**config.mk**
```make
export PLATFORM = sky130hd
export DESIGN_NAME = psab_front
export DESIGN_NICKNAME = d
export VERILOG_FILES = /design/src/rtl/core/partial_sum_accumulation_bank_top_macros.svh /design/src/rtl/core/psab_pkg.sv /design/src/rtl/core/psab_front.sv
export SDC_FILE = /design/constraint.sdc
export NUM_CORES = 1
export LEC_CHECK = 0
export ABC_AREA = 1
export ABC_CLOCK_PERIOD_IN_PS = 3750
export BUFFER_PORTS_ARGS = -buffer_cell sky130_fd_sc_hd__buf_4
export CAP_MARGIN = 40
export CORE_AREA = 10 10 246 248
export DETAILED_ROUTE_END_ITERATION = 8
export DIE_AREA = 0 0 256 258
export PLACE_DENSITY = 0.47
export REMOVE_ABC_BUFFERS = 1
export SLEW_MARGIN = 20
export SYNTH_ARGS = -nofsm -noshare
export SYNTH_HDL_FRONTEND = slang
export SYNTH_SLANG_ARGS = --single-unit
```
**constraint.sdc**
```tcl
create_clock -name clk -period 3.75 [get_ports clk]
set_input_delay 0.75 -clock clk [delete_from_list [all_inputs] [get_ports clk]]
set_output_delay 0.75 -clock clk [all_outputs]
set_load 0.01 [all_outputs]
```
**src/rtl/core/partial_sum_accumulation_bank_top_macros.svh**
```systemverilog
// Assertion macros for the partial-sum accumulation bank.
`ifndef PARTIAL_SUM_ACCUMULATION_BANK_TOP_MACROS_SVH
`define PARTIAL_SUM_ACCUMULATION_BANK_TOP_MACROS_SVH
`ifndef SYNTH
`define PSAB_ASSERT_IMP(label, clk, rst_n, ante, cons) \
    label: assert property (@(posedge clk) disable iff (!rst_n) (ante) |-> (cons)) \
        else $error("assertion failed");
`define PSAB_ASSERT_NXT(label, clk, rst_n, ante, cons) \
    label: assert property (@(posedge clk) disable iff (!rst_n) (ante) |=> (cons)) \
        else $error("assertion failed");
`else
`define PSAB_ASSERT_IMP(label, clk, rst_n, ante, cons)
`define PSAB_ASSERT_NXT(label, clk, rst_n, ante, cons)
`endif
`endif

```
**src/rtl/core/psab_pkg.sv**
```systemverilog
// Package: shared types and constants of the partial-sum accumulation bank.
package psab_pkg;
    localparam int Depth = 256;
    localparam int Lanes = 8;

    localparam logic [2:0] FN_DESC = 3'd0;
    localparam logic [2:0] FN_WRITE = 3'd1;
    localparam logic [2:0] FN_READ = 3'd2;
    localparam logic [2:0] FN_COMPLETE = 3'd3;
    localparam logic [2:0] FN_CLEAR = 3'd4;

    localparam logic [2:0] PH_EMPTY = 3'd0;
    localparam logic [2:0] PH_FIRST = 3'd1;
    localparam logic [2:0] PH_ACCUM = 3'd2;
    localparam logic [2:0] PH_READY = 3'd3;
    localparam logic [2:0] PH_EMIT = 3'd4;

    localparam logic [3:0] ST_OK = 4'd0;
    localparam logic [3:0] ST_BAD_DESC = 4'd1;
    localparam logic [3:0] ST_NOT_ZERO = 4'd2;
    localparam logic [3:0] ST_CTX = 4'd3;
    localparam logic [3:0] ST_BUSY = 4'd4;
    localparam logic [3:0] ST_WORD = 4'd5;
    localparam logic [3:0] ST_LAST = 4'd6;
    localparam logic [3:0] ST_OVF = 4'd7;
    localparam logic [3:0] ST_READ = 4'd8;
    localparam logic [3:0] ST_CMPL = 4'd9;

    // Back-end operation kinds chosen by the front end.
    localparam logic [1:0] OP_NONE = 2'd0;
    localparam logic [1:0] OP_WRITE = 2'd1;
    localparam logic [1:0] OP_READ = 2'd2;

    typedef struct packed {
        logic [1:0]  op;
        logic        first;    // store lanes instead of adding
        logic [2:0]  ph_ok;    // phase if write succeeds
        logic [2:0]  ph_cur;   // phase if no change
        logic [15:0] done_ok;  // chunk count if write succeeds
        logic [15:0] done_cur;
        logic [3:0]  status;
        logic        rd_last;
        logic [7:0]  mask;
        logic [15:0] tag;
        logic [7:0]  index;
        logic [255:0] data;
    } job_t;

    typedef struct packed {
        logic        valid;
        logic        ok;     // write committed
    } wb_t;
endpackage

```
**src/rtl/core/psab_front.sv**
```systemverilog
// Front end: decodes requests, runs the bank state machine, issues jobs.
module psab_front (
    input  logic                clk,
    input  logic                rst_n,
    input  logic                in_valid,
    output logic                in_ready,
    input  logic [2:0]          func,
    input  logic [8:0]          chunk_words,
    input  logic [7:0]          lane_mask,
    input  logic [15:0]         txn_tag,
    input  logic [15:0]         chunk_seq,
    input  logic [1:0]          chunk_flags,
    input  logic [7:0]          word_index,
    input  logic                last_word,
    input  logic [255:0]        lanes,
    output logic                job_valid,
    input  logic                job_ready,
    output psab_pkg::job_t      job,
    input  psab_pkg::wb_t       wb
);
    logic [2:0]  phase_reg, phase_next;
    logic [8:0]  wc_reg, wc_next;
    logic [7:0]  mask_reg, mask_next;
    logic [15:0] tag_reg, tag_next;
    logic [8:0]  acc_reg, acc_next;
    logic [15:0] exp_reg, exp_next;
    logic [15:0] done_reg, done_next;
    logic        first_reg, first_next;
    logic        final_reg, final_next;
    logic        busy_reg, busy_next;   // write in the back end, state pending
    logic        wlast_reg, wlast_next;
    logic        fire;
    logic [15:0] done_inc, exp_inc;

    // A write decides the next state only after its overflow check.
    assign in_ready = job_ready && !busy_reg;
    assign fire = in_valid && in_ready;
    assign done_inc = (done_reg == 16'hFFFF) ? done_reg : done_reg + 16'd1;
    assign exp_inc = (exp_reg == 16'hFFFF) ? exp_reg : exp_reg + 16'd1;

    always_comb
    begin
        phase_next = phase_reg; wc_next = wc_reg; mask_next = mask_reg;
        tag_next = tag_reg; acc_next = acc_reg; exp_next = exp_reg;
        done_next = done_reg; first_next = first_reg; final_next = final_reg;
        busy_next = busy_reg; wlast_next = wlast_reg;
        job_valid = 1'b0;
        job = '0;
        job.data = lanes;
        job.index = word_index;
        job.mask = mask_reg;
        job.tag = tag_reg;
        job.first = first_reg;
        job.rd_last = ({1'b0, word_index} + 9'd1 == wc_reg);
        job.done_ok = last_word ? done_inc : done_reg;
        job.ph_ok = last_word ? (final_reg ? psab_pkg::PH_EMIT : psab_pkg::PH_READY)
                              : phase_reg;
        if (wb.valid)
        begin
            busy_next = 1'b0;
            if (wb.ok)
            begin
                acc_next = acc_reg + 9'd1;
                if (wlast_reg)
                begin
                    done_next = done_inc;
                    if (!first_reg)
                        exp_next = exp_inc;
                    phase_next = final_reg ? psab_pkg::PH_EMIT : psab_pkg::PH_READY;
                end
            end
        end
        if (fire)
        begin
            job_valid = 1'b1;
            job.op = psab_pkg::OP_NONE;
            job.status = psab_pkg::ST_OK;
            unique case (func)
                psab_pkg::FN_DESC:
                begin
                    if (chunk_words == 9'd0 || chunk_words > 9'(psab_pkg::Depth)
                        || lane_mask == 8'd0)
                        job.status = psab_pkg::ST_BAD_DESC;
                    else if (phase_reg == psab_pkg::PH_EMPTY)
                    begin
                        if (!chunk_flags[0] || chunk_seq != 16'd0)
                            job.status = psab_pkg::ST_NOT_ZERO;
                        else
                        begin
                            wc_next = chunk_words; mask_next = lane_mask;
                            tag_next = txn_tag; exp_next = 16'd1;
                            done_next = 16'd0; phase_next = psab_pkg::PH_FIRST;
                            acc_next = '0; first_next = 1'b1;
                            final_next = chunk_flags[1];
                        end
                    end
                    else if (phase_reg == psab_pkg::PH_READY)
                    begin
                        if (chunk_flags[0] || chunk_words != wc_reg ||
                            lane_mask != mask_reg || txn_tag != tag_reg ||
                            chunk_seq != exp_reg)
                            job.status = psab_pkg::ST_CTX;
                        else
                        begin
                            phase_next = psab_pkg::PH_ACCUM; acc_next = '0;
                            first_next = 1'b0; final_next = chunk_flags[1];
                        end
                    end
                    else
                        job.status = psab_pkg::ST_BUSY;
                end
                psab_pkg::FN_WRITE:
                begin
                    if ((phase_reg != psab_pkg::PH_FIRST &&
                         phase_reg != psab_pkg::PH_ACCUM) ||
                        {1'b0, word_index} != acc_reg ||
                        {1'b0, word_index} >= wc_reg || lane_mask != mask_reg)
                        job.status = psab_pkg::ST_WORD;
                    else if (last_word != job.rd_last)
                        job.status = psab_pkg::ST_LAST;
                    else
                    begin
                        job.op = psab_pkg::OP_WRITE;
                        busy_next = 1'b1;
                        wlast_next = last_word;
                    end
                end
                psab_pkg::FN_READ:
                begin
                    if (phase_reg != psab_pkg::PH_EMIT || {1'b0, word_index} >= wc_reg)
                        job.status = psab_pkg::ST_READ;
                    else
                        job.op = psab_pkg::OP_READ;
                end
                psab_pkg::FN_COMPLETE, psab_pkg::FN_CLEAR:
                begin
                    if (func == psab_pkg::FN_COMPLETE && phase_reg != psab_pkg::PH_EMIT)
                        job.status = psab_pkg::ST_CMPL;
                    else
                    begin
                        phase_next = psab_pkg::PH_EMPTY; wc_next = '0; mask_next = '0;
                        tag_next = '0; acc_next = '0; exp_next = '0; done_next = '0;
                        first_next = 1'b0; final_next = 1'b0;
                    end
                end
                default: ;
            endcase
            job.ph_cur = phase_next;
            job.done_cur = done_next;
        end
    end

    always_ff @(posedge clk or negedge rst_n)
    begin
        if (!rst_n)
        begin
            phase_reg <= psab_pkg::PH_EMPTY; wc_reg <= '0; mask_reg <= '0;
            tag_reg <= '0; acc_reg <= '0; exp_reg <= '0; done_reg <= '0;
            first_reg <= 1'b0; final_reg <= 1'b0; busy_reg <= 1'b0;
            wlast_reg <= 1'b0;
        end
        else
        begin
            phase_reg <= phase_next; wc_reg <= wc_next; mask_reg <= mask_next;
            tag_reg <= tag_next; acc_reg <= acc_next; exp_reg <= exp_next;
            done_reg <= done_next; first_reg <= first_next;
            final_reg <= final_next; busy_reg <= busy_next;
            wlast_reg <= wlast_next;
        end
    end
endmodule

```
==> key figures <==
Detailed routing
  • DR iter-0 viols: ~600
  • Final routed DRC violation total: 0
  • Routed Antenna Nets: 0
  • Pre-antenna DRT Iters: 5
  • Routed WL: 110 mm
  • Via count: 8156
  • Routed WL per cell: approximately 57 um
  • Vias per cell: ~4.2

Synth
  • Number of flops mapped to enable cells by yosys: 0
  • Main synth FF type: dfrtp_1
  • Synth Register Bits: 81
  • Main area contributors after synthesis: dfrtp_1, buf_4, nand2_1
  • Mapped Area: roughly 8400 um2
  • Synth unique cells: 40
  • Top cell type's share of synthesized area: around 24%
  • Syn Area/Cell: around 6.6 um2
  • Asr flop ratio synth: 100%
  • Seq/Total Area, Yosys: between 20% and 30%
  • Top cell type by total area after synthesis: dfrtp_1
  • Synth warn: 0
  • Mapped Cells: roughly 1300

Floorplan
  • Chip height: 258 um
  • Core area: roughly 56000 um2
  • Die ar.: about 66000 um2
  • Die W: around 260 um
  • Initial Util: between 10% and 20%
  • # IOs: 661
  • Core Rows: between 80 and 90

Critical path
  • CP Data Required Time: approximately 3000 ps
  • Critical Path AT: between 2000 and 3000 ps
  • Worst-path fanout max: 6
  • Critical path startpoint category: flop
  • Worst path buffer plus inverter count: 1
  • Top Family by Delay on Critical Path: simple AND/OR/NAND/NOR gates
  • Crit path max-delay cell type: dfrtp_1
  • CP Capture Type: output pin
  • Worst stage delay on the critical path: approximately 430 ps
  • CP most frequent cell: nand2_1
  • Setup Crit Path Kind: flop to output pin
  • Crit-path cells: ha_1 > nand3_1 > nor3_4 > nand4_2 > nand2_1 > nor2_1 > nand2_1 > nand2_1 > mux2i_1 > nor2_1 > buf_4

Finish
  • Commonest non-fill, non-tap cells in the layout: nand2_1, buf_4, inv_1, nor2_1, nand3_1
  • Layout Utilization: roughly 16%
  • Most common cell after layout, fill and taps aside: nand2_1
  • Nets: 1497
  • Footprint of the multi-input gates: about 3700 um2
  • Register area: roughly 2000 um2
  • Cell Count, Final, Fillers Out: around 1900
  • P&R area growth vs syn: 5.20%
  • FILL cells: between 6000 and 7000
  • Share of cells above drive strength 1: 17.9%

Place
  • Final GP Congestion: roughly 1.3
  • I/O Buffers: roughly 150
  • DP Wirelength: roughly 100 mm
  • Inst Count DP: ~1900
  • Placement Setup Slack: about 210 ps

STA
  • Max-slew violations: 0
  • Tightest Pin Transition: around 600 ps
  • RSZ-0062 raised after global routing: no
  • Final Critical Period: 3500 ps
  • Endpoints failing hold: 0
  • # setup viols final: 0
  • Fin crit share: 93.3%
  • Worst Skew: between 10 and 15 ps
  • Final worst slack: roughly 250 ps
  • Total negative slack: 0 ps
  • Hold WS: roughly 370 ps
  • Fmax: 286 MHz
  • Slew HR: between 50% and 60%

Pwr
  • PD cells: 375 nW/um2
  • VDD IR max: between 0.2 and 0.25 mV
  • Leak Pwr: approximately 0.0042 uW

Global route
  • GRT Util Overall: between 30% and 40%
  • Vias in the first global route: approximately 7800
  • Initial antenna violation count: 3
  • First-pass GRT wire length: 128 mm
  • Gr ovfl total: 0
  • Largest net degree at the start of global routing: slightly below 60

Flow run
  • # Max-Cap Violations: 0

Clocking
  • Num CTS Buffers: 9
  • CTS tree: yes
  • # hold bufs at CTS: 0
  • Clock sink total: slightly above 80
  • Clock Tree Buf Depth: 2
  • Skew-Pair Late Insertion Delay: 360 ps
  • H-tree lvl count: 3
  • Clock transition time at the flip-flop clock pins of the worst setup and hold paths: 70 ps
  • CTS root buffer: clkbuf_16

Outcome
  • Status: complete, no violations

Worst hold path
  • HP Class: input pin to async pin
-- layout make-up --
| type | count | share of cell area, % |
|---|---|---|
| Clock buffer | 9 | 2.56 |
| Antenna cell | 1 | 0.0284 |
| Timing Repair Buffer | 166 | 14.6 |
| Multi-Input combinational cell | 753 | 41.6 |
| Inverter | 149 | 6.35 |
| Sequential cell | 81 | 23.0 |
| Tap cell | 756 | 10.7 |
| Clock inverter | 7 | 1.15 |
-- stage by stage --
stage | area (um2) | total power [uW]
after global routing | 8810 | 3530
after floorplan | 6250 | 1730
after CTS | 8800 | 3360
final | 8810 | 3310
after detailed placement | 8480 | 2310
after global placement | 8480 | 2310
-- logic make-up after synthesis --
family          after synthesis  synth area share [%]
simple gates                572                  29.4
compound gates              123                  7.63
mux                           6                 0.717
buf+inv                     437                  32.1
flops                        81                  24.2
fa+ha+maj                    12                  1.79
xor+xnor                     40                  4.18
-- power breakdown --
group	total [uW]	switching, uW	internal [uW]
registers	1170	158	1020
logic	1110	681	433
clock network	1020	430	592
total	3310	1270	2040
-- cells in the mapped netlist (11+ instances only) --
| cell type | n |
|---|---|
| nand2_1 | 280 |
| buf_4 | 269 |
| inv_1 | 136 |
| nor2_1 | 135 |
| nand3_1 | 88 |
| dfrtp_1 | 81 |
| o21ai_0 | 67 |
| a21oi_1 | 34 |
| xor2_1 | 30 |
| nand4_1 | 21 |
| nor3_1 | 14 |
| ha_1 | 12 |
| inv_2 | 11 |
-- timing repair --
| action | CTS | global route |
|---|---|---|
| endpoints found under the setup margin | 0 | 1 |
| gates resized for setup | 0 | 1 |
| buffers inserted | 0 | 0 |
-- per-layer routing --
metal | part of all wire (%) | up-vias | GRT usage (%)
li1 | - | 3516 | -
met4 | 8.6 | 16 | 23.6
met3 | 27 | 141 | 41.5
met2 | 47 | 879 | 53.0
met5 | 0.48 | - | 6.35
met1 | 17 | 3604 | 15.2
-- worst paths after layout --
path / start / end / slack [ps] / depth (start not counted)
hold / removal: rst_n / tag_reg[8]$_DFFE_PN0P_ / 370 / 1
hold reg to reg: final_reg$_DFFE_PN0P_ / final_reg$_DFFE_PN0P_ / 530 / 2
min in group clk: final_reg$_DFFE_PN0P_ / final_reg$_DFFE_PN0P_ / 530 / 2
max in group asynchronous: rst_n / wc_reg[1]$_DFFE_PN0P_ / 2710 / 2
setup reg to reg: wlast_reg$_DFFE_PN0P_ / exp_reg[0]$_DFF_PN0_ / 1420 / 10
setup / recovery: done_reg[0]$_DFF_PN0_ / job[304] / 250 / 11
Note: power is estimated with default switching activity, not from simulation.
