<file path="config.mk">
export PLATFORM = sky130hd
export DESIGN_NAME = psab_queue
export DESIGN_NICKNAME = d
export VERILOG_FILES = /design/src/rtl/core/partial_sum_accumulation_bank_top_macros.svh /design/src/rtl/core/psab_pkg.sv /design/src/rtl/core/psab_queue.sv
export SDC_FILE = /design/constraint.sdc
export NUM_CORES = 1
export LEC_CHECK = 0
export BUFFER_PORTS_ARGS = -buffer_cell sky130_fd_sc_hd__buf_4
export CAP_MARGIN = 20
export CORE_AREA = 2 2 262 264
export CTS_BUF_LIST = sky130_fd_sc_hd__clkbuf_4
export CTS_CLUSTER_SIZE = 40
export DETAILED_ROUTE_END_ITERATION = 6
export DIE_AREA = 0 0 264 266
export GPL_ROUTABILITY_DRIVEN = 0
export GPL_TIMING_DRIVEN = 0
export PLACE_DENSITY = 0.68
export SETUP_SLACK_MARGIN = 0.02
export SYNTH_ARGS = -nofsm -noshare
export SYNTH_HDL_FRONTEND = slang
export SYNTH_SLANG_ARGS = --single-unit
</file>
<file path="constraint.sdc">
create_clock -name clk -period 16.9 [get_ports clk]
set_input_delay 1.69 -clock clk [delete_from_list [all_inputs] [get_ports clk]]
set_output_delay 1.69 -clock clk [all_outputs]
set_load 0.005 [all_outputs]
</file>
<file path="src/rtl/core/partial_sum_accumulation_bank_top_macros.svh">
// Assertion macros for the partial-sum accumulation bank.
`ifndef PARTIAL_SUM_ACCUMULATION_BANK_TOP_MACROS_SVH
`define PARTIAL_SUM_ACCUMULATION_BANK_TOP_MACROS_SVH
`ifndef SYNTH
`define PSAB_ASSERT_IMP(label, clk, rst_n, ante, cons) \
    label: assert property (@(posedge clk) disable iff (!rst_n) (ante) |-> (cons)) \
        else $error("assertion failed");
`define PSAB_ASSERT_NXT(label, clk, rst_n, ante, cons) \
    label: assert property (@(posedge clk) disable iff (!rst_n) (ante) |=> (cons)) \
        else $error("assertion failed");
`else
`define PSAB_ASSERT_IMP(label, clk, rst_n, ante, cons)
`define PSAB_ASSERT_NXT(label, clk, rst_n, ante, cons)
`endif
`endif

</file>
<file path="src/rtl/core/psab_pkg.sv">
// Package: shared types and constants of the partial-sum accumulation bank.
package psab_pkg;
    localparam int Depth = 256;
    localparam int Lanes = 8;

    localparam logic [2:0] FN_DESC = 3'd0;
    localparam logic [2:0] FN_WRITE = 3'd1;
    localparam logic [2:0] FN_READ = 3'd2;
    localparam logic [2:0] FN_COMPLETE = 3'd3;
    localparam logic [2:0] FN_CLEAR = 3'd4;

    localparam logic [2:0] PH_EMPTY = 3'd0;
    localparam logic [2:0] PH_FIRST = 3'd1;
    localparam logic [2:0] PH_ACCUM = 3'd2;
    localparam logic [2:0] PH_READY = 3'd3;
    localparam logic [2:0] PH_EMIT = 3'd4;

    localparam logic [3:0] ST_OK = 4'd0;
    localparam logic [3:0] ST_BAD_DESC = 4'd1;
    localparam logic [3:0] ST_NOT_ZERO = 4'd2;
    localparam logic [3:0] ST_CTX = 4'd3;
    localparam logic [3:0] ST_BUSY = 4'd4;
    localparam logic [3:0] ST_WORD = 4'd5;
    localparam logic [3:0] ST_LAST = 4'd6;
    localparam logic [3:0] ST_OVF = 4'd7;
    localparam logic [3:0] ST_READ = 4'd8;
    localparam logic [3:0] ST_CMPL = 4'd9;

    // Back-end operation kinds chosen by the front end.
    localparam logic [1:0] OP_NONE = 2'd0;
    localparam logic [1:0] OP_WRITE = 2'd1;
    localparam logic [1:0] OP_READ = 2'd2;

    typedef struct packed {
        logic [1:0]  op;
        logic        first;    // store lanes instead of adding
        logic [2:0]  ph_ok;    // phase if write succeeds
        logic [2:0]  ph_cur;   // phase if no change
        logic [15:0] done_ok;  // chunk count if write succeeds
        logic [15:0] done_cur;
        logic [3:0]  status;
        logic        rd_last;
        logic [7:0]  mask;
        logic [15:0] tag;
        logic [7:0]  index;
        logic [255:0] data;
    } job_t;

    typedef struct packed {
        logic        valid;
        logic        ok;     // write committed
    } wb_t;
endpackage

</file>
<file path="src/rtl/core/psab_queue.sv">
// Two-entry job queue between front and back end.
module psab_queue (
    input  logic           clk,
    input  logic           rst_n,
    input  logic           in_valid,
    output logic           in_ready,
    input  psab_pkg::job_t in_job,
    output logic           out_valid,
    input  logic           out_ready,
    output psab_pkg::job_t out_job
);
    psab_pkg::job_t mem [2];
    logic       wp_reg, rp_reg;
    logic [1:0] cnt_reg;
    logic       push, pop;

    assign in_ready = (cnt_reg != 2'd2);
    assign out_valid = (cnt_reg != 2'd0);
    assign out_job = mem[rp_reg];
    assign push = in_valid && in_ready;
    assign pop = out_valid && out_ready;

    always_ff @(posedge clk)
    begin
        if (push)
            mem[wp_reg] <= in_job;
    end

    always_ff @(posedge clk or negedge rst_n)
    begin
        if (!rst_n)
        begin
            wp_reg <= 1'b0; rp_reg <= 1'b0; cnt_reg <= '0;
        end
        else
        begin
            if (push) wp_reg <= !wp_reg;
            if (pop) rp_reg <= !rp_reg;
            cnt_reg <= cnt_reg + 2'(push) - 2'(pop);
        end
    end
endmodule

</file>
==> results.cfg, run 1 <==
[power]
ir_drop_mv = 0.0895
leakagePower_nw = 13.1
powerDensity_mw_per_mm2 = 167

[critical_path]
crit_arrival_ns = 2.50
cp_max_fo = 10
r2r-end = mem[0][229]
worstReg2RegStart = cnt_reg[0]
cp_cell_sequence = buf_2 -> buf_2 -> mux2_2 -> buf_4
crit_slowest_cell = mux2_2
worstSetupEndpointType = primary output
cp_slowest_stage_delay_ns = 0.42
required_ns = 15.21
worstPathBufferInverterCount = 3
critPathTopFamily = buffers and inverters
startpoint_type = register
crit_top_cell = buf_2
r2r_setup_slack_ns = 14.36
critPathKind = register to primary output
r2r_cells = 6

[cells_and_area]
final_util = 0.495
layout_commonest_cell = buf_4
final_cell_mix = 674 x buf_4, 668 x edfxtp_1, 249 x clkbuf_4, 184 x mux2_2, 150 x mux2_4
nets = 2264
largest_reg_flops = 668
layout-drive-gt1-share = 0.657
syn2layout_area_growth_pct = 34.7
nFillCells = 5656

[hold_path]
hold_path.class = primary input to async pin

[run]
maxCapViolations = 0

[clock_network]
cts.repair.resized = 0
cts_max_path_buffers = 3
hold_buffers = 0
cts_tree = done
cts_buffers = 172
clk_pin_slew_worst_paths_ns = 0.06
htree_levels = 4
post_cts_buffers = 0
cts_root_buf = clkbuf_4
numClockSinks = 672
clk_latency_ns = 0.95

[synth]
syn_avg_cell_area_um2 = 23.5
ys_ff_latch = 672
syn_inst = 1061
yosys_warnings = 0
syn_area_mm2 = 0.0249
yosysUniqueCellTypes = 20
synthesis.nets = 1400
seq_area_frac_synth = 0.810

[sta]
max_freq_mhz = 239
min_period_ns = 4.19
slew_headroom = 0.489
rsz0062_at_grt = no
worst_slew_pin_slew_ns = 0.765
skew_ns = 0.0392
report.final.slew_viol_count = 0
setup_viol = 0
hold_viol_final = 0
period_share = 0.248
finalSetupTns_ns = 0

[drt]
wl_per_cell_um = 20.3
drtAntennaViolNets = 0
wl_um = 59100
drt_iter0_drc = 694
avgViaCountPerCell = 4.57
drc = 0
first_pass_iters = 5
vias = 13300

[global_routing]
grt_usage = 0.164
antenna_found_initial = 10
grt_pass1_wl_um = 85600
first_global_vias = 14500
grt_overflow = 0
grt_max_degree = 65

[floorplan]
initial_core_util = 0.368
coreArea_mm2 = 0.0677
ios = 674
die_y_um = 266
die_area_mm2 = 0.0702
fp.dieW_um = 264
row_count = 96

[placement]
numPortBuffers = 673
dp_hpwl_um = 42500

[outcome]
outcome = complete, no violations
[how the worst max path moves through the flow]
stage,from,end,slack [ns],cells past startpoint
after floorplan,in_valid,mem[0][0],0.27,2
after global placement,in_valid,mem[0][269],-7.71,3
after detailed placement,in_valid,mem[0][196],13.16,6
after CTS,rp_reg,out_job[273],12.52,5
after global routing,rp_reg,out_job[119],12.46,4
final,rp_reg,out_job[119],12.71,4
[cells by family after synthesis]
family | synth area share
DFF | 0.810
and+or+nand+nor | 0.00236
adders and majority gates | 0.000502
buffers and inverters | 0.0118
xor gates and xnor gates | 0.00106
AOI/OAI and AO/OA | 0.000955
muxes | 0.174
[cell usage after synthesis, drive strengths merged]
library cell / count / area (um^2)
edfxtp: 668 / 20100
mux2: 334 / 4320
buf: 37 / 294
dfrtp: 4 / 100
nor2: 3 / 11.3
xnor2: 3 / 26.3
nand2: 2 / 7.51
a311oi: 1 / 8.76
and3: 1 / 6.26
ha: 1 / 12.5
nand2b: 1 / 6.26
nand3: 1 / 5.00
nor2b: 1 / 6.26
nor4bb: 1 / 10.0
o21ai: 1 / 5.00
o21ba: 1 / 10.0
or2: 1 / 6.26
[worst reg2reg max path: cells and delay by family (launching register included)]
| kind | cells | cell delay, ns |
|---|---|---|
| flops | 1 | 0.42 |
| buf+inv | 3 | 0.84 |
| simple gates | 3 | 0.94 |
[report_power, final]
group          switching [mW]  internal [mW]
clock network           0.627          0.687
registers              0.0788           2.27
logic                   0.869           1.06
total                    1.58           4.02
[per-stage QoR]
step                      area (um^2)  hold slack, ns  power [mW]  std cells  worst slack (ns)
after floorplan                 24900           0.460        3.53       1061             0.275
after global placement          31100           0.477        4.56       2616             -7.71
after CTS                       33500           0.389        5.69       2909             12.52
after detailed placement        31500           0.550        4.35       2633             13.16
final                           33500           0.527        5.59       2918             12.71
after global routing            33500           0.372        5.88       2917             12.46
[routing by layer]
metal  track usage  up-vias  share of wire
li1              -     6077              -
met1         0.167     6567           0.36
met2         0.285      554           0.52
met3        0.0777      131          0.094
met4        0.0780       10          0.030
met5             0        -         0.0012
[layout make-up]
type,instances,area (um^2),area share
Sequential cell,672,20200,0.601
Timing Repair Buffer,690,5440,0.162
Multi-Input combinational cell,352,4460,0.133
Clock buffer,249,1870,0.0557
Tap cell,882,1100,0.0329
Buffer,37,294,0.00877
Clock inverter,27,191,0.00571
Antenna cell,9,22.5,0.000672
Power figures use the tool's default switching activity.
==> run 2, diff against run 1 <==
==> constraint.sdc (replaced) <==
create_clock -name clk -period 4.3 [get_ports clk]
set_input_delay 0.43 -clock clk [delete_from_list [all_inputs] [get_ports clk]]
set_output_delay 0.43 -clock clk [all_outputs]
set_load 0.005 [all_outputs]
==> results.cfg, run 2 (synthesized netlist as in run 1, its figures left out) <==
[power]
powerDensity_mw_per_mm2 = 611
power_mw = 22.6
leakagePower_nw = 14.5
ir_drop_mv = 0.406

[hold_path]
hold_path.class = primary input to register
holdPathStages = 2

[floorplan]
fp.dieW_um = 264
die_y_um = 266
ios = 674
initial_core_util = 0.368
coreArea_mm2 = 0.0677
die_area_mm2 = 0.0702
row_count = 96

[global_routing]
antenna_found_initial = 5
grt_pass1_wl_um = 92400
grt_overflow = 0
grt_max_degree = 65
grt_usage = 0.174
first_global_vias = 16300

[clock_network]
htree_levels = 4
cts_tree = done
cts.repair.resized = 0
cts_root_buf = clkbuf_4
hold_buffers = 338
clk_latency_ns = 0.93
clk_pin_slew_worst_paths_ns = 0.07
cts_buffers = 173
cts_max_path_buffers = 3
numClockSinks = 672
post_cts_buffers = 0

[sta]
min_period_ns = 3.01
whs_ns = 0.209
report.final.slew_viol_count = 0
worst_slew_pin_slew_ns = 0.760
hold_viol_final = 0
slew_headroom = 0.494
skew_ns = 0.0552
rsz0062_at_grt = no
max_freq_mhz = 332
period_share = 0.701
fin_ws_ns = 1.29
setup_viol = 0

[drt]
drc = 0
avgViaCountPerCell = 4.53
vias = 14800
drtAntennaViolNets = 0
first_pass_iters = 5
wl_um = 62900
drt_iter0_drc = 801
wl_per_cell_um = 19.3

[cells_and_area]
layout-drive-gt1-share = 0.557
largest_reg_flops = 668
final_cell_mix = 674 x buf_4, 668 x edfxtp_1, 338 x dlygate4sd3_1, 237 x clkbuf_4, 184 x mux2_2
nets = 2604
layout_commonest_cell = buf_4
syn2layout_area_growth_pct = 48.8
final_util = 0.547

[run]
maxCapViolations = 0

[critical_path]
cp_slowest_stage_delay_ns = 0.52
crit_arrival_ns = 3.62
required_ns = 4.90
crit_top_cell = buf_12
worstSetupEndpointType = register
critPathKind = register to register
r2r_cells = 9
cp_max_fo = 31
r2r_setup_slack_ns = 1.29
cp_cell_sequence = nand2b_4 -> nand2_4 -> nor2_4 -> buf_12 -> buf_16 -> buf_12 -> buf_12 -> buf_12 -> buf_12
startpoint_type = register
crit_slowest_cell = nor2_4

[placement]
dp_hpwl_um = 41400
place_worst_setup_slack_ns = 1.32
numPortBuffers = 673

[outcome]
outcome = complete, no violations
## run 2: changes by cell type in the layout (fill, tap and decap cells not counted), moves of 2 or more
cell | previous run | this run
dlygate4sd3_1 | 0 | 338
clkinv_1 | 10 | 31
clkbuf_4 | 249 | 237
clkinv_2 | 3 | 8
diode_2 | 9 | 4
bufinv_16 | 1 | 5
buf_16 | 6 | 9
buf_12 | 11 | 9
clkinv_4 | 2 | 0
clkinvlp_4 | 4 | 2
## run 2: cell type report
class,count,area [um^2]
Timing Repair Buffer,1029,8860
Multi-Input combinational cell,352,4470
Antenna cell,4,10.0
Sequential cell,672,20200
Clock inverter,52,367
Clock buffer,237,1780
Fill cell,5156,30700
Tap cell,882,1100
Buffer,37,294
## run 2: per-stage QoR
stage	TNS, ns	instance area (um^2)	std cells
6_report	0	37000	3265
3_5_place_dp	0	31500	2634
4_1_cts	0	37000	3261
5_1_grt	0	37000	3265
2_1_floorplan	-812.76	24900	1061
3_3_place_gp	-2374.58	31100	2616
## run 2: layer usage
metal	wire (um)	global-route usage	up-vias
met5	0	0	-
met4	2240	0.0866	0
li1	-	-	6776
met1	22600	0.181	7288
met3	4810	0.0641	130
met2	33200	0.308	602
## run 2: worst max-delay path, delay by kind of cell (launching register included)
family | cells | cell delay (ns)
buf+inv | 6 | 1.38
flops | 1 | 0.43
simple gates | 3 | 0.76
## run 2: report_power, final
part           internal [mW]  total [mW]  switching, mW
clock                   2.85        5.41           2.56
sequential              8.93        9.26          0.333
combinational           4.40        7.95           3.55
total                   16.2        22.6           6.45
## run 2: final timing paths
kind	endpoint	from
hold / removal	mem[0][203]	in_job[203]
max in group asynchronous	cnt_reg[1]	rst_n
hold reg to reg	wp_reg	wp_reg
min in group asynchronous	cnt_reg[0]	rst_n
setup reg to reg	mem[0][303]	cnt_reg[0]
setup / recovery	mem[0][303]	cnt_reg[0]
==> run 3, diff against run 2 <==
==> constraint.sdc (replaced) <==
create_clock -name clk -period 3.1 [get_ports clk]
set_input_delay 0.31 -clock clk [delete_from_list [all_inputs] [get_ports clk]]
set_output_delay 0.31 -clock clk [all_outputs]
set_load 0.005 [all_outputs]
==> results.cfg, run 3 <==
[placement]
numPortBuffers = 673
dp_hpwl_um = 41400

[outcome]
lastStage = 4_1_cts
outcome = aborted with a tool error
tool.error = [ERROR RSZ-0060] Max buffer count reached.

[clock_network]
htree_levels = 4
cts_max_path_buffers = 3
hold_buffers = 584
cts_root_buf = clkbuf_4
post_cts_buffers = 0
cts.repair.resized = 1
cts_buffers = 172
numClockSinks = 672

[floorplan]
ios = 674
initial_core_util = 0.368
die_y_um = 266
row_count = 96
fp.dieW_um = 264

[synth]
synth_edf_count = 668
ys_ff_latch = 672
async_flop_share = 0.00595
synth_top_area_cell = edfxtp_1
synth_ff_type = edfxtp_1
synth_area_leaders = edfxtp_1 81%, mux2_4 9.0%, mux2_2 8.3%, buf_6 0.77%, dfrtp_1 0.40%
seq_area_frac_synth = 0.810
synth_top_cells_by_count = 668 x edfxtp_1, 184 x mux2_2, 150 x mux2_4, 19 x buf_2, 17 x buf_6
syn_avg_cell_area_um2 = 23.5
syn_inst = 1061
synthMostInstantiatedCell = edfxtp_1
yosysUniqueCellTypes = 20
synth_top_area_share = 0.806
syn_area_mm2 = 0.0249
synthesis.nets = 1400
yosys_warnings = 0
run 3: cell counts after synthesis:
Identical to the previous run, type by type.
run 3: kinds of logic after synthesis:
kind of cell             count (synthesis)  share of synthesized area
AO/OA/AOI/OAI                            3                   0.000955
XOR/XNOR                                 3                    0.00106
adder cells (fa/ha/maj)                  1                   0.000502
buffers and inverters                   37                     0.0118
flip-flops                             672                      0.810
multiplexers                           334                      0.174
AND/OR/NAND/NOR                         11                    0.00236
run 3: per-stage QoR:
step | setup slack [ns] | cell area [um^2] | util | instances
3_5_place_dp | 0.333 | 31500 | 0.465 | 2633
2_1_floorplan | -2.86 | 24900 | - | 1061
3_3_place_gp | -5.48 | 31100 | 0.459 | 2616
==> run 4, diff against run 3 <==
--- a/config.mk
+++ b/config.mk
@@ -7,15 +7,12 @@
 export LEC_CHECK = 0
 export BUFFER_PORTS_ARGS = -buffer_cell sky130_fd_sc_hd__buf_4
 export CAP_MARGIN = 20
-export CORE_AREA = 2 2 262 264
-export CTS_BUF_LIST = sky130_fd_sc_hd__clkbuf_4
-export CTS_CLUSTER_SIZE = 40
+export CORE_MARGIN = 2
+export CORE_UTILIZATION = 35
 export DETAILED_ROUTE_END_ITERATION = 6
-export DIE_AREA = 0 0 264 266
 export GPL_ROUTABILITY_DRIVEN = 0
 export GPL_TIMING_DRIVEN = 0
-export PLACE_DENSITY = 0.68
-export SETUP_SLACK_MARGIN = 0.02
+export PLACE_DENSITY_LB_ADDON = 0.15
 export SYNTH_ARGS = -nofsm -noshare
 export SYNTH_HDL_FRONTEND = slang
 export SYNTH_SLANG_ARGS = --single-unit
==> results.cfg, run 4 (synthesized netlist as in run 1, its figures left out) <==
[floorplan]
coreArea_mm2 = 0.0703
initial_core_util = 0.354
fp.dieW_um = 271
die_y_um = 271
ios = 674
row_count = 97
die_area_mm2 = 0.0733

[critical_path]
cp_max_fo = 28
crit_slowest_cell = nor2_4
startpoint_type = register
crit_top_cell = buf_16
cp_slowest_stage_delay_ns = 0.61
critPathTopFamily = buffers and inverters
r2r-end = mem[0][185]
worstSetupEndpointType = register
crit_arrival_ns = 3.18
cp_cell_sequence = nand2b_4 -> nand2_4 -> nor2_4 -> buf_16 -> buf_16 -> buf_12 -> buf_12 -> buf_16 -> buf_16
worstReg2RegStart = cnt_reg[0]
required_ns = 3.41
critPathKind = register to register
cp-endpoint = mem[0][185]
path_depth = 9
worstSetupStartpoint = cnt_reg[0]
r2r_setup_slack_ns = 0.23
r2r_cells = 9
worstPathBufferInverterCount = 6

[cells_and_area]
largest_reg_flops = 668
nets = 2508
layout_commonest_cell = buf_4
final_util = 0.532
final_cell_mix = 674 x buf_4, 668 x edfxtp_1, 336 x dlygate4sd3_1, 184 x mux2_2, 150 x mux2_4
layout-drive-gt1-share = 0.528
syn2layout_area_growth_pct = 50.3

[run]
maxCapViolations = 0

[power]
power_mw = 32.5
powerDensity_mw_per_mm2 = 869
p_sw_mw = 8.95
leakagePower_nw = 14.5
pwr-share-comb = 0.343
p_int_mw = 23.6
switching_share = 0.275
power.share.sequential = 0.394
clockPowerShare = 0.263
ir_drop_mv = 0.478

[placement]
numPortBuffers = 673
dp_hpwl_um = 45800

[clock_network]
cts.repair.resized = 0
cts_buffers = 76
cts_tree = done
numClockSinks = 672
clk_pin_slew_worst_paths_ns = 0.06
htree_levels = 3
cts_max_path_buffers = 3
clk_latency_ns = 0.61
cts_root_buf = clkbuf_16

[drt]
first_pass_iters = 4
wl_per_cell_um = 20.3
vias = 14100
drt_iter0_drc = 694
drc = 0
wl_um = 64500
drtAntennaViolNets = 0
avgViaCountPerCell = 4.43

[global_routing]
grt_usage = 0.173
antenna_found_initial = 8
first_global_vias = 15500
grt_pass1_wl_um = 94900
grt_overflow = 0
grt_max_degree = 60

[sta]
max_freq_mhz = 348
slew_headroom = 0.456
report.final.slew_viol_count = 0
setup_viol = 0
skew_ns = 0.0237
period_share = 0.927
worst_slew_pin_slew_ns = 0.814
hold_viol_final = 0
rsz0062_at_grt = no
min_period_ns = 2.87

[hold_path]
hold_path.class = primary input to register
min_from = in_valid

[outcome]
outcome = complete, no violations
## run 4: cell type report
| type | count | area, um^2 |
|---|---|---|
| diodes | 6 | 15.0 |
| plain buffers | 37 | 294 |
| clock buffers | 91 | 2000 |
| clock inverters | 47 | 378 |
| fillers | 5730 | 32900 |
| multi-input cells | 352 | 4470 |
| flip-flops and latches | 672 | 20200 |
| well taps | 940 | 1180 |
| repair buffers | 1030 | 8920 |
## run 4: worst register-to-register path: cells and delay by family (launching register included)
kind                   cells  cell delay [ns]
and+or+nand+nor            3             0.86
DFF                        1             0.43
buffers and inverters      6             1.28
## run 4: power by group through the flow
stage | clock, mW | sequential [mW] | combinational, mW
after floorplan | 0 | 13.3 | 5.30
after global placement | 0 | 12.8 | 9.44
after detailed placement | 0 | 13.0 | 11.0
after CTS | 8.82 | 12.8 | 11.4
after global routing | 9.18 | 13.0 | 11.9
final | 8.55 | 12.8 | 11.2
## run 4: what timing repair did
action                                 in CTS  in global routing
setup endpoints to repair                   0                 20
hold buffers                              336                  0
buffers inserted                            0                  0
endpoints found under the hold margin     673                  0
## run 4: worst min path at each step
| stage | depth (start not counted) | slack [ns] | endpoint |
|---|---|---|---|
| 6_report | 3 | 0.06 | wp_reg |
| 5_1_grt | 3 | 0.04 | wp_reg |
| 4_1_cts | 3 | 0.004 | wp_reg |
| 3_5_place_dp | 1 | 0.11 | rp_reg |
| 3_3_place_gp | 1 | 0.11 | rp_reg |
| 2_1_floorplan | 0 | 0.01 | cnt_reg[0] |
## run 4: per-stage QoR
stage                      TNS, ns  instance area [um^2]  hold WS [ns]  setup WS (ns)  cells
after floorplan           -1614.36                 24900        0.0144          -2.86   1061
after global placement    -3518.89                 31200         0.111          -6.03   2674
after detailed placement         0                 31700         0.113          0.130   2695
after CTS                        0                 37400       0.00354          0.135   3169
after global routing             0                 37400        0.0423        0.00902   3174
final                            0                 37400        0.0566          0.225   3175
## run 4: layer usage
layer,track usage,wire length (um)
met5,0,13
met4,0.0654,1910
met3,0.0527,4480
met2,0.312,34500
met1,0.189,23600
